[config.mk]
export PLATFORM = sky130hd
export DESIGN_NAME = single_tone_iq_correlator
export DESIGN_NICKNAME = d
export VERILOG_FILES = /design/src/hw/rtl/stic_pkg.sv /design/src/hw/rtl/stic_sat_acc.sv /design/src/hw/rtl/single_tone_iq_correlator.sv
export VERILOG_INCLUDE_DIRS = /design/src /design/src/hw/rtl
export SDC_FILE = /design/constraint.sdc
export NUM_CORES = 2
export LEC_CHECK = 0
export BUFFER_PORTS_ARGS = -buffer_cell sky130_fd_sc_hd__clkbuf_2
export CAP_MARGIN = 20
export CORE_MARGIN = 1
export CORE_UTILIZATION = 60
export CTS_CLUSTER_SIZE = 12
export DETAILED_ROUTE_END_ITERATION = 6
export PLACE_DENSITY_LB_ADDON = 0.25
export SETUP_SLACK_MARGIN = 0.02
export SLEW_MARGIN = 5
export SYNTH_ARGS = -nofsm -noshare
export SYNTH_HDL_FRONTEND = slang
export SYNTH_HIERARCHICAL = 1
export SYNTH_SLANG_ARGS = --single-unit
[constraint.sdc]
create_clock -name clk -period 12.4 [get_ports clk]
set_input_delay 0.62 -clock clk [delete_from_list [all_inputs] [get_ports clk]]
set_output_delay 0.62 -clock clk [all_outputs]
set_load 0.02 [all_outputs]
[src/hw/rtl/single_tone_iq_correlator_macros.svh]
// Assertion macros for the single-tone IQ correlator.
// Included by the RTL files that carry concurrent checks; needs no other file.
`ifndef SINGLE_TONE_IQ_CORRELATOR_MACROS_SVH
`define SINGLE_TONE_IQ_CORRELATOR_MACROS_SVH

`ifndef SYNTHESIS
// Same-cycle implication, disabled while reset is held.
`define STIC_ASSERT_IMP(lbl, clk_s, rstn_s, ante, cons, msg) \
  lbl: assert property (@(posedge clk_s) disable iff (!rstn_s) (ante) |-> (cons)) \
    else $error(msg);
// Next-cycle implication, disabled while reset is held.
`define STIC_ASSERT_NXT(lbl, clk_s, rstn_s, ante, cons, msg) \
  lbl: assert property (@(posedge clk_s) disable iff (!rstn_s) (ante) |=> (cons)) \
    else $error(msg);
`else
`define STIC_ASSERT_IMP(lbl, clk_s, rstn_s, ante, cons, msg)
`define STIC_ASSERT_NXT(lbl, clk_s, rstn_s, ante, cons, msg)
`endif

`endif

[src/hw/rtl/stic_pkg.sv]
// Shared constants, types and the quarter-wave reference tables of the correlator.
// No dependencies; used by stic_sat_acc and single_tone_iq_correlator.
`timescale 1ns / 1ps
`default_nettype none

package stic_pkg;

  localparam int MAX_FRAMES  = 16384;
  localparam int TABLE_DEPTH = 1024;

  localparam int TAB_BITS  = $clog2(TABLE_DEPTH);
  localparam int QTR_DEPTH = TABLE_DEPTH / 4;
  localparam int QTR_BITS  = TAB_BITS - 2;
  localparam int FCNT_W    = $clog2(MAX_FRAMES + 1);

  localparam int PHASE_W  = 32;
  localparam int SAMPLE_W = 16;
  localparam int MAG_W    = 15;
  localparam int REF_W    = 16;
  localparam int PROD_W   = SAMPLE_W + REF_W;
  localparam int SUM_W    = 48;

  // Angles in Q30 radians.
  localparam longint Q30_PI      = 64'sd3373259426;
  localparam longint Q30_TWO_PI  = 64'sd6746518852;
  localparam longint Q30_HALF_PI = 64'sd1686629713;
  localparam longint REF_SCALE   = 64'sd32767;

  typedef enum logic [1:0] {
    QTR_0 = 2'd0,
    QTR_1 = 2'd1,
    QTR_2 = 2'd2,
    QTR_3 = 2'd3
  } quadrant_t;

  typedef struct packed {
    logic fire;
    logic add_en;
    logic clear;
  } acc_ctrl_t;

  typedef logic [MAG_W-1:0] qtr_tab_t [QTR_DEPTH];

  // Scaled sine magnitude for an angle in [0, pi), Taylor series through x^15.
  function automatic logic [MAG_W-1:0] sine_mag(input longint angle);
    longint x;
    longint term;
    longint sum;
    longint s;
    x = angle;
    if (x > Q30_HALF_PI) begin
      x = Q30_PI - x;
    end
    term = x;
    sum  = x;
    term = (term * x) >>> 30;  term = (term * x) >>> 30;  term = term / 64'sd6;
    sum  = sum - term;
    term = (term * x) >>> 30;  term = (term * x) >>> 30;  term = term / 64'sd20;
    sum  = sum + term;
    term = (term * x) >>> 30;  term = (term * x) >>> 30;  term = term / 64'sd42;
    sum  = sum - term;
    term = (term * x) >>> 30;  term = (term * x) >>> 30;  term = term / 64'sd72;
    sum  = sum + term;
    term = (term * x) >>> 30;  term = (term * x) >>> 30;  term = term / 64'sd110;
    sum  = sum - term;
    term = (term * x) >>> 30;  term = (term * x) >>> 30;  term = term / 64'sd156;
    sum  = sum + term;
    term = (term * x) >>> 30;  term = (term * x) >>> 30;  term = term / 64'sd210;
    sum  = sum - term;
    if (sum < 0) begin
      sum = 0;
    end
    s = (sum * REF_SCALE + (64'sd1 <<< 29)) >>> 30;
    if (s > REF_SCALE) begin
      s = REF_SCALE;
    end
    return s[MAG_W-1:0];
  endfunction

  // One quarter of the full-cycle table, starting at entry first.
  function automatic qtr_tab_t build_qtr(input int first);
    qtr_tab_t t;
    longint   base;
    int       l;
    for (l = 0; l < QTR_DEPTH; l++) begin
      base = ((longint'(l) + longint'(first)) * Q30_TWO_PI) / TABLE_DEPTH;
      t[l] = sine_mag(base);
    end
    return t;
  endfunction

  // Rising quarter and falling quarter of the positive half cycle.
  localparam qtr_tab_t QTR_RISE = build_qtr(0);
  localparam qtr_tab_t QTR_FALL = build_qtr(QTR_DEPTH);

endpackage

`default_nettype wire

[src/hw/rtl/stic_sat_acc.sv]
// Saturating 48-bit accumulator for one correlation product lane.
// Depends on stic_pkg and the assertion macro header.
`timescale 1ns / 1ps
`default_nettype none

`include "single_tone_iq_correlator_macros.svh"

module stic_sat_acc (
  input  wire logic                                    clk,
  input  wire logic                                    rst_n,
  input  wire stic_pkg::acc_ctrl_t                     ctrl,
  input  wire logic signed [stic_pkg::PROD_W-1:0]      prod,
  output logic signed [stic_pkg::SUM_W-1:0]            total
);

  logic signed [stic_pkg::SUM_W-1:0] acc_r;
  logic signed [stic_pkg::SUM_W-1:0] acc_nxt;
  logic signed [stic_pkg::SUM_W:0]   wide;
  logic signed [stic_pkg::SUM_W:0]   addend;

  localparam logic signed [stic_pkg::SUM_W-1:0] SUM_MAX = {1'b0, {(stic_pkg::SUM_W-1){1'b1}}};
  localparam logic signed [stic_pkg::SUM_W-1:0] SUM_MIN = {1'b1, {(stic_pkg::SUM_W-1){1'b0}}};

  always_comb begin
    addend = ctrl.add_en ? (stic_pkg::SUM_W+1)'(prod) : '0;
    wide   = (stic_pkg::SUM_W+1)'(acc_r) + addend;
    // The two top bits differ only when the true sum left the 48-bit range.
    if (wide[stic_pkg::SUM_W] != wide[stic_pkg::SUM_W-1]) begin
      total = wide[stic_pkg::SUM_W] ? SUM_MIN : SUM_MAX;
    end else begin
      total = wide[stic_pkg::SUM_W-1:0];
    end
  end

  always_comb begin
    acc_nxt = acc_r;
    if (ctrl.fire) begin
      acc_nxt = ctrl.clear ? '0 : total;
    end
  end

  always_ff @(posedge clk) begin
    if (!rst_n) begin
      acc_r <= '0;
    end else begin
      acc_r <= acc_nxt;
    end
  end

  `STIC_ASSERT_NXT(a_clear_after_last, clk, rst_n, ctrl.fire && ctrl.clear, acc_r == '0,
                   "accumulator not cleared after the last item of a buffer")
  `STIC_ASSERT_IMP(a_no_wrap_up, clk, rst_n,
                   ctrl.fire && ctrl.add_en && !prod[stic_pkg::PROD_W-1]
                   && !acc_r[stic_pkg::SUM_W-1],
                   !total[stic_pkg::SUM_W-1], "positive sum wrapped negative")

endmodule

`default_nettype wire

[src/hw/rtl/single_tone_iq_correlator.sv]
// Single-tone IQ correlator top level: phase, reference lookup, multiply, accumulate.
// Depends on stic_pkg, stic_sat_acc and the assertion macro header.
//
// Usage:
//   Input channel in_valid / in_stall carries one signed 16-bit sample per item
//   plus in_last, which marks the final sample of a buffer. Items are accepted
//   on any cycle in which in_valid is high and in_stall is low; the block takes
//   one item per cycle for a continuous stream while in_stall stays low.
//   Each item passes three register stages: phase-indexed quarter-table read,
//   the two 16x16 multiplies, then the saturating accumulators. The result item
//   (out_sin_sum, out_cos_sum) shows on out_valid once the last item of a buffer
//   leaves stage 2; the sums then restart from zero. The output register holds a
//   result while out_stall is high. Samples that are not last keep flowing
//   meanwhile; in_stall rises only when a last item reaches the accumulators while
//   the previous result is still waiting. Synchronous active-low reset clears the
//   phase, frame count, sums, the phase step register and all valid flags. cfg_we
//   writes cfg_phase_step; the user must do so only while idle, unchecked by the block.
`timescale 1ns / 1ps
`default_nettype none

`include "single_tone_iq_correlator_macros.svh"

module single_tone_iq_correlator (
  input  wire logic                                  clk,
  input  wire logic                                  rst_n,
  input  wire logic                                  cfg_we,
  input  wire logic [stic_pkg::PHASE_W-1:0]          cfg_phase_step,
  input  wire logic                                  in_valid,
  output logic                                       in_stall,
  input  wire logic signed [stic_pkg::SAMPLE_W-1:0]  in_sample,
  input  wire logic                                  in_last,
  output logic                                       out_valid,
  input  wire logic                                  out_stall,
  output logic signed [stic_pkg::SUM_W-1:0]          out_sin_sum,
  output logic signed [stic_pkg::SUM_W-1:0]          out_cos_sum
);

  // Configuration and per-buffer state.
  logic [stic_pkg::PHASE_W-1:0] phase_step_r;
  logic [stic_pkg::PHASE_W-1:0] phase_acc_r;
  logic [stic_pkg::PHASE_W-1:0] phase_acc_nxt;
  logic [stic_pkg::FCNT_W-1:0]  frame_cnt_r;
  logic [stic_pkg::FCNT_W-1:0]  frame_cnt_nxt;

  logic                            accept;
  logic                            hold;
  logic                            in_window;
  logic [stic_pkg::TAB_BITS-1:0]   tab_idx;
  logic [stic_pkg::QTR_BITS-1:0]   qtr_idx;

  // Stage 1: table values.
  logic                              s1_valid_r;
  logic                              s1_last_r;
  logic                              s1_en_r;
  logic signed [stic_pkg::SAMPLE_W-1:0] s1_sample_r;
  stic_pkg::quadrant_t               s1_qtr_r;
  logic [stic_pkg::MAG_W-1:0]        s1_rise_r;
  logic [stic_pkg::MAG_W-1:0]        s1_fall_r;

  // Stage 2: products.
  logic                              s2_valid_r;
  logic                              s2_last_r;
  logic                              s2_en_r;
  logic signed [stic_pkg::PROD_W-1:0] s2_psin_r;
  logic signed [stic_pkg::PROD_W-1:0] s2_pcos_r;

  logic signed [stic_pkg::REF_W-1:0]  ref_sin;
  logic signed [stic_pkg::REF_W-1:0]  ref_cos;
  logic signed [stic_pkg::REF_W-1:0]  rise_s;
  logic signed [stic_pkg::REF_W-1:0]  fall_s;

  stic_pkg::acc_ctrl_t               acc_ctrl;
  logic signed [stic_pkg::SUM_W-1:0] sin_total;
  logic signed [stic_pkg::SUM_W-1:0] cos_total;
  logic                              s2_fire;
  logic                              out_valid_r;
  logic                              out_valid_nxt;
  logic signed [stic_pkg::SUM_W-1:0] out_sin_r;
  logic signed [stic_pkg::SUM_W-1:0] out_cos_r;

  assign hold     = s2_valid_r && s2_last_r && out_valid_r && out_stall;
  assign in_stall = hold;
  assign accept   = in_valid && !hold;
  assign s2_fire  = s2_valid_r && !hold;

  assign tab_idx   = phase_acc_r[stic_pkg::PHASE_W-1 -: stic_pkg::TAB_BITS];
  assign qtr_idx   = tab_idx[stic_pkg::QTR_BITS-1:0];
  assign in_window = frame_cnt_r < stic_pkg::FCNT_W'(stic_pkg::MAX_FRAMES);

  always_comb begin
    phase_acc_nxt = phase_acc_r;
    frame_cnt_nxt = frame_cnt_r;
    if (accept) begin
      if (in_last) begin
        phase_acc_nxt = '0;
        frame_cnt_nxt = '0;
      end else begin
        phase_acc_nxt = phase_acc_r + phase_step_r;
        frame_cnt_nxt = in_window ? frame_cnt_r + 1'b1 : frame_cnt_r;
      end
    end
  end

  always_ff @(posedge clk) begin
    if (!rst_n) begin
      phase_step_r <= '0;
      phase_acc_r  <= '0;
      frame_cnt_r  <= '0;
      s1_valid_r   <= 1'b0;
      s2_valid_r   <= 1'b0;
      out_valid_r  <= 1'b0;
    end else begin
      if (cfg_we) begin
        phase_step_r <= cfg_phase_step;
      end
      phase_acc_r <= phase_acc_nxt;
      frame_cnt_r <= frame_cnt_nxt;
      if (!hold) begin
        s1_valid_r <= accept;
        s2_valid_r <= s1_valid_r;
      end
      out_valid_r <= out_valid_nxt;
    end
  end

  // Stage 1 payload: both quarter tables are read at the same low index.
  always_ff @(posedge clk) begin
    if (!hold) begin
      s1_last_r   <= in_last;
      s1_en_r     <= in_window;
      s1_sample_r <= in_sample;
      s1_qtr_r    <= stic_pkg::quadrant_t'(tab_idx[stic_pkg::TAB_BITS-1 -: 2]);
      s1_rise_r   <= stic_pkg::QTR_RISE[qtr_idx];
      s1_fall_r   <= stic_pkg::QTR_FALL[qtr_idx];
    end
  end

  // The reference sits half a cycle ahead and the cosine a further quarter,
  // so each tone quarter maps to one table, its partner and a sign.
  assign rise_s = stic_pkg::REF_W'({1'b0, s1_rise_r});
  assign fall_s = stic_pkg::REF_W'({1'b0, s1_fall_r});

  always_comb begin
    ref_sin = '0;
    ref_cos = '0;
    case (s1_qtr_r)
      stic_pkg::QTR_0: begin
        ref_sin = -rise_s;
        ref_cos = -fall_s;
      end
      stic_pkg::QTR_1: begin
        ref_sin = -fall_s;
        ref_cos = rise_s;
      end
      stic_pkg::QTR_2: begin
        ref_sin = rise_s;
        ref_cos = fall_s;
      end
      stic_pkg::QTR_3: begin
        ref_sin = fall_s;
        ref_cos = -rise_s;
      end
      default: begin
        ref_sin = '0;
        ref_cos = '0;
      end
    endcase
  end

  always_ff @(posedge clk) begin
    if (!hold) begin
      s2_last_r <= s1_last_r;
      s2_en_r   <= s1_en_r;
      s2_psin_r <= stic_pkg::PROD_W'(s1_sample_r) * stic_pkg::PROD_W'(ref_sin);
      s2_pcos_r <= stic_pkg::PROD_W'(s1_sample_r) * stic_pkg::PROD_W'(ref_cos);
    end
  end

  assign acc_ctrl.fire   = s2_fire;
  assign acc_ctrl.add_en = s2_en_r;
  assign acc_ctrl.clear  = s2_last_r;

  stic_sat_acc u_sin_acc (
    .clk   (clk),
    .rst_n (rst_n),
    .ctrl  (acc_ctrl),
    .prod  (s2_psin_r),
    .total (sin_total)
  );

  stic_sat_acc u_cos_acc (
    .clk   (clk),
    .rst_n (rst_n),
    .ctrl  (acc_ctrl),
    .prod  (s2_pcos_r),
    .total (cos_total)
  );

  always_comb begin
    out_valid_nxt = out_valid_r;
    if (s2_fire && s2_last_r) begin
      out_valid_nxt = 1'b1;
    end else if (!out_stall) begin
      out_valid_nxt = 1'b0;
    end
  end

  always_ff @(posedge clk) begin
    if (s2_fire && s2_last_r) begin
      out_sin_r <= sin_total;
      out_cos_r <= cos_total;
    end
  end

  assign out_valid   = out_valid_r;
  assign out_sin_sum = out_sin_r;
  assign out_cos_sum = out_cos_r;

  `STIC_ASSERT_IMP(a_frame_cnt_bound, clk, rst_n, 1'b1,
                   frame_cnt_r <= stic_pkg::FCNT_W'(stic_pkg::MAX_FRAMES),
                   "frame count ran past the frame limit")
  `STIC_ASSERT_NXT(a_phase_restart, clk, rst_n, accept && in_last, phase_acc_r == '0,
                   "phase did not restart after the last item of a buffer")
  `STIC_ASSERT_IMP(a_stall_needs_result, clk, rst_n, !s2_valid_r || !out_valid_r,
                   !in_stall, "input stalled with no waiting result to block it")

endmodule

`default_nettype wire
# Word-level counts from Yosys, hierarchy flattened
# Memories as Yosys holds them, arrays and structs flattened. A register that Yosys moved wholly into a read port is not among the register bits.
# Index checks and enable logic that the tools add are counted.
[word_totals]
input_bits = 54
ff_bits = 360
memories = 2
output_inout_bits = 98
rom_bits = 7680
[mem_list]
columns = ["name", "words", "word_bits", "read_ports", "rd_ports_with_merged_regs", "write_ports", "line_no", "rtl"]
rows = [
  ["(no name shown)", 256, 15, 1, 1, 0, "single_tone_iq_correlator.sv:134", "s1_fall_r <= stic_pkg::QTR_FALL[qtr_idx];"],
  ["(no name shown)", 256, 15, 1, 1, 0, "single_tone_iq_correlator.sv:133", "s1_rise_r <= stic_pkg::QTR_RISE[qtr_idx];"],
]
[classes]
eq_ne = 6
reduce_logical = 12
multipliers = 2
magnitude_cmp = 1
n_mux = 15
addsub = 6
bitwise_logic = 1
[ops]
columns = ["cell", "n"]
rows = [
  ["two-way mux 48 bit", 6],
  ["case mux 16 bit (4 select lines)", 2],
  ["adder 48 x 49 -> 49 bit", 2],
  ["two-way mux 49 bit", 2],
  ["multiplier 16 x 16 -> 32 bit", 2],
  ["adder 32 bit", 1],
  ["two-way mux 32 bit", 1],
  ["negator 15 -> 16 bit", 2],
  ["two-way mux 15 bit", 2],
  ["adder 15 x 1 -> 15 bit, second input constant", 1],
  ["less-than comparator 15 bit, second input constant", 1],
  ["inverter 8 -> 9 bit", 1],
  ["logical AND 1 bit", 6],
  ["equality test 2 bit, second input constant", 2],
  ["logical NOT 1 bit", 3],
  ["equality test 2 x 1 -> 1 bit, second input constant", 1],
  ["logical NOT 2 bit", 1],
  ["two-way mux 1 bit", 2],
  ["!= test 1 bit", 2],
  ["!= test 2 x 1 -> 1 bit, second input constant", 1],
  ["AND reduction 2 bit", 1],
  ["nonzero test 2 bit", 1],
]

# Logic depth before layout (Yosys ltp)
[depth]
ltp_word = 7
depth_mapped = 35

# Modules after synthesis
# The synthesis kept the hierarchy.
[modules_own_cells]
columns = ["module", "seq_area_each_um2", "cells_each", "area_per_inst_um2", "n_inst"]
rows = [
  ["single_tone_iq_correlator", 8007.7, 4339, 38369.3, 1],
  ["stic_sat_acc", 960.9, 672, 5097.4, 2],
]

# Least setup slack after synthesis
# No wires, ideal clock.
[synth_timing]
kind = "register to register"
startpoint = "reg s1_rise_r[0] in the netlist's numbering"
endpoint = "reg s2_pcos_r[26] in the netlist's numbering, data pin"
path_buffers = 2
arrival_time_ns = 8.326
path_slack_ns = 3.816
required_time_ns = 12.142
path_stages_with_launch = 34
cell_sequence = "edfxtp_1 -> inv_1 -> ha_1 -> or3b_2 -> or3_1 -> or3_1 -> or3_1 -> or3_1 -> o31ai_1 -> xor2_1 -> mux2i_1 -> clkbuf_1 -> nand2_1 -> fa_1 -> fa_1 -> inv_1 -> fa_1 -> fa_1 -> fa_1 -> inv_1 -> fa_1 -> inv_1 -> ha_1 -> clkbuf_1 -> a21oi_1 -> o21bai_1 -> a21oi_1 -> o31a_1 -> o32ai_1 -> a221o_1 -> a31oi_1 -> o21bai_1 -> a21oi_1 -> xnor2_1"
[synth_between]
elab_chain_cells = 3
[synth_lines]
columns = ["element", "line_no", "rtl"]
rows = [
  ["from (decl)", "single_tone_iq_correlator.sv:57", "logic [stic_pkg::MAG_W-1:0] s1_rise_r;"],
  ["negator 15 -> 16 bit", "single_tone_iq_correlator.sv:161", "ref_cos = -rise_s;"],
  ["case mux 16 bit (4 select lines) (*)", "single_tone_iq_correlator.sv:146", "case (s1_qtr_r)"],
  ["multiplier 16 x 16 -> 32 bit (*)", "single_tone_iq_correlator.sv:175", "s2_pcos_r <= stic_pkg::PROD_W'(s1_sample_r) * stic_pkg::PROD_W'(ref_cos);"],
  ["to (signal assigned)", "single_tone_iq_correlator.sv:175", ""],
  ["to (decl)", "single_tone_iq_correlator.sv:65", "logic signed [stic_pkg::PROD_W-1:0] s2_pcos_r;"],
]
# Every way passes the cells marked *; elsewhere a longest branch is shown, timed or not.
# A chain may end at the register's enable or synchronous reset.

# Worst setup path in the final report
[layout_timing]
startpoint = "reg s1_rise_r[1] in the netlist's numbering"
endpoint = "reg s2_psin_r[31] in the netlist's numbering, data pin"
[layout_between]
elab_chain_cells = 3
[layout_lines]
columns = ["element", "line_no", "rtl"]
rows = [
  ["negator 15 -> 16 bit", "single_tone_iq_correlator.sv:148", "ref_sin = -rise_s;"],
  ["case mux 16 bit (4 select lines) (*)", "single_tone_iq_correlator.sv:146", ""],
  ["multiplier 16 x 16 -> 32 bit (*)", "single_tone_iq_correlator.sv:174", "s2_psin_r <= stic_pkg::PROD_W'(s1_sample_r) * stic_pkg::PROD_W'(ref_sin);"],
  ["to (signal assigned)", "single_tone_iq_correlator.sv:174", ""],
  ["to (decl)", "single_tone_iq_correlator.sv:64", "logic signed [stic_pkg::PROD_W-1:0] s2_psin_r;"],
]
# Marks and branches as above.

==> results.ini <==
[timing]
max_freq_mhz = 107
slew_headroom_pct = 24.4
min_period_ps = 9370
tns_ps = 0
tightest_slew_ps = 1130
maxSlewViolCount = 0
finalCritPeriodShare_pct = 75.5
holdWs_ps = 160
clock_skew_ps = 42.1
finalHoldViolations = 0
setup_viol = 0
rsz0062_at_grt = false

[critical_path]
timing_worst_setup_path_type = flop to flop
reg2regPathDepth = 29
cp_max_fo = 17
critPathLaunch = s1_rise_r[1]$_DFFE_PN_
reg2reg_from = s1_rise_r[1]$_DFFE_PN_
rrSetupSlack_ps = 3030
start_kind = flop
r2r-end = s2_psin_r[31]$_DFFE_PN_
arrival_ps = 9710
crit_slowest_cell = a211o_1
required_ps = 12740
critPathMaxStageDelay_ps = 570
setup.worst_path.end_class = flop
crit_end = s2_psin_r[31]$_DFFE_PN_

[detailed_routing]
wl_per_cell_um = 23.6
drc = 16
avgViaCountPerCell = 6.46
via_count = 43200
drtPass1Iterations = 7
wl_um = 158000
postRouteAntennaNets = 0
drt-initial-drc-count = 4746

[min_path]
hold_class = input pin to flop

[global_route]
grt-ovfl-total = 0
track_usage_pct = 38.7
busiest_layer = met2
antenna_found_initial = 3
grt_use_met2_pct = 60.9
use_met3_pct = 8.03
grt_max_degree = 112
grtUsageMet1_pct = 50.4
grt_pass1_wl_um = 247000
grt_pass1_vias = 43200

[run_status]
status = finished with violations
violations = design-rule violations

[clocking]
path_clk_slew_ps = 70
cts-root-buf = clkbuf_16
clk_latency_ps = 640
cts_sinks = 390
cts_buffers = 48
hold_buffers = 0
cts_resized = 0
postCtsSetupBuffers = 0
cts_buffer_depth = 3
cts_tree = built
htree_levels = 2

[logic_synthesis]
ys_dominant_reg_cell = edfxtp_1
syn_inst = 5683
syn_area_um2 = 48600
yosysWarnings = 6
seq_area_frac_synth_pct = 20.4
synth.distinct_cells = 95
synth_area_leaders = fa_1, edfxtp_1, ha_1, dfxtp_1, inv_1
synth_top_cell_area_share_pct = 21.7
synth_edf_count = 212
ys_ff_latch = 390
ys_async_sr_fraction_pct = 0
yosys.area.top_type = fa_1
synth_area_per_cell_um2 = 8.55
synth_fp_nets = 6550

[placed_design]
gp_congestion = 1.03
placed_area_um2 = 50000
io_buffers = 151
dpl.hpwl_um = 116000

[die]
die_area_um2 = 82100
ios = 152
core_area_um2 = 79500
die_w_um = 287
die_h_um = 287
start_util_pct = 61.1
row_count = 103

[finish]
fin_nets = 6463
fill_cells = 6669
fin_area_um2 = 51700
area_delta_synth_final_pct = 6.44
final_cell_mix = inv_1, nand2_1, fa_1
drive_above_1_share_pct = 7.88
final_common_cell = inv_1

[job]
drv_cap = 0

-- worst max-delay path: cells and delay by family, from the launching register on --
kind                       cells  cell delay (ps)
buffers and inverters          3              140
AOI/OAI and AO/OA              8             2250
DFF                            1              430
xor gates and xnor gates       1              100
and+or+nand+nor               10             3020
adders and majority gates      7             3120
-- stage by stage --
stage	std cells	util [%]	setup WS, ps
floorplan	5683	-	3820
global placement	6594	62.8	3300
detailed placement	6595	62.8	3190
CTS	6683	65.0	3080
global route	6684	65.0	2550
finish	6686	65.0	3030
-- sequential cells by signal (all words and copies together), names as in the netlist, 2 cells and up --
| signal | flops |
|---|---|
| u_sin_acc/acc_r | 48 |
| s1_sample_r | 16 |
| s1_fall_r | 15 |
| s1_qtr_r | 2 |
| out_cos_sum | 48 |
| u_cos_acc/acc_r | 48 |
| out_sin_sum | 48 |
| phase_acc_r | 32 |
| phase_step_r | 32 |
| s2_psin_r | 32 |
| s1_rise_r | 15 |
| frame_cnt_r | 15 |
| s2_pcos_r | 32 |
-- per-layer routing --
metal	wire [um]	part of all wire, %	vias to the layer above
met3	15800	10	607
met4	8940	5.7	4
li1	-	-	19200
met1	62000	39	21000
met5	23	0.015	-
met2	71300	45	2398
-- cells by family (layout without fill, tap and decap cells) --
logic type,after synthesis,after routing,synth area share (%)
AOI/OAI and AO/OA,1339,1339,18.0
DFF,390,390,20.4
buffers and inverters,1042,993,8.20
other,0,2,0
adders and majority gates,858,858,30.0
muxes,77,77,1.85
xor gates and xnor gates,255,255,4.71
and+or+nand+nor,1722,1722,16.7
-- worst min-delay path by stage --
stage	startpoint	cells past startpoint	endpoint	slack, ps
6_report	in_sample[8]	1	s1_sample_r[8]$_DFFE_PN_	160
5_1_grt	in_sample[8]	1	s1_sample_r[8]$_DFFE_PN_	140
4_1_cts	in_sample[8]	1	s1_sample_r[8]$_DFFE_PN_	140
3_5_place_dp	s1_en_r$_DFFE_PN_	0	s2_en_r$_DFFE_PN_	420
3_3_place_gp	s1_last_r$_DFFE_PN_	0	s2_last_r$_DFFE_PN_	400
2_1_floorplan	s1_en_r$_DFFE_PN_	0	s2_en_r$_DFFE_PN_	400
-- cell usage after synthesis, types with 42 or more instances --
cell type,n
nand4_1,42
edfxtp_1,212
nor3_1,103
a31oi_1,57
buf_1,51
a221o_1,43
a21oi_1,392
o21ai_0,300
maj3_1,45
nand3_1,92
nor2b_1,58
xnor2_1,164
fa_1,527
clkbuf_1,313
ha_1,286
inv_1,641
and2_1,239
nand2_1,601
nor2_1,398
dfxtp_1,178
xor2_1,87
a21o_1,73
mux2i_1,63
o211ai_1,46
a211oi_1,47
-- layout make-up --
class,count,area (um2),area share (%)
repair buffers,255,1560,3.02
clock buffers,66,1350,2.61
flip-flops and latches,390,9950,19.2
well taps,1050,1310,2.54
clock inverters,22,359,0.695
inverters,650,2440,4.72
multi-input cells,4251,34700,67.2
diodes,2,5.00,0.00968
Power is not shown: default switching activity piles up to over one toggle a cycle in this logic, so the estimate is an artifact.
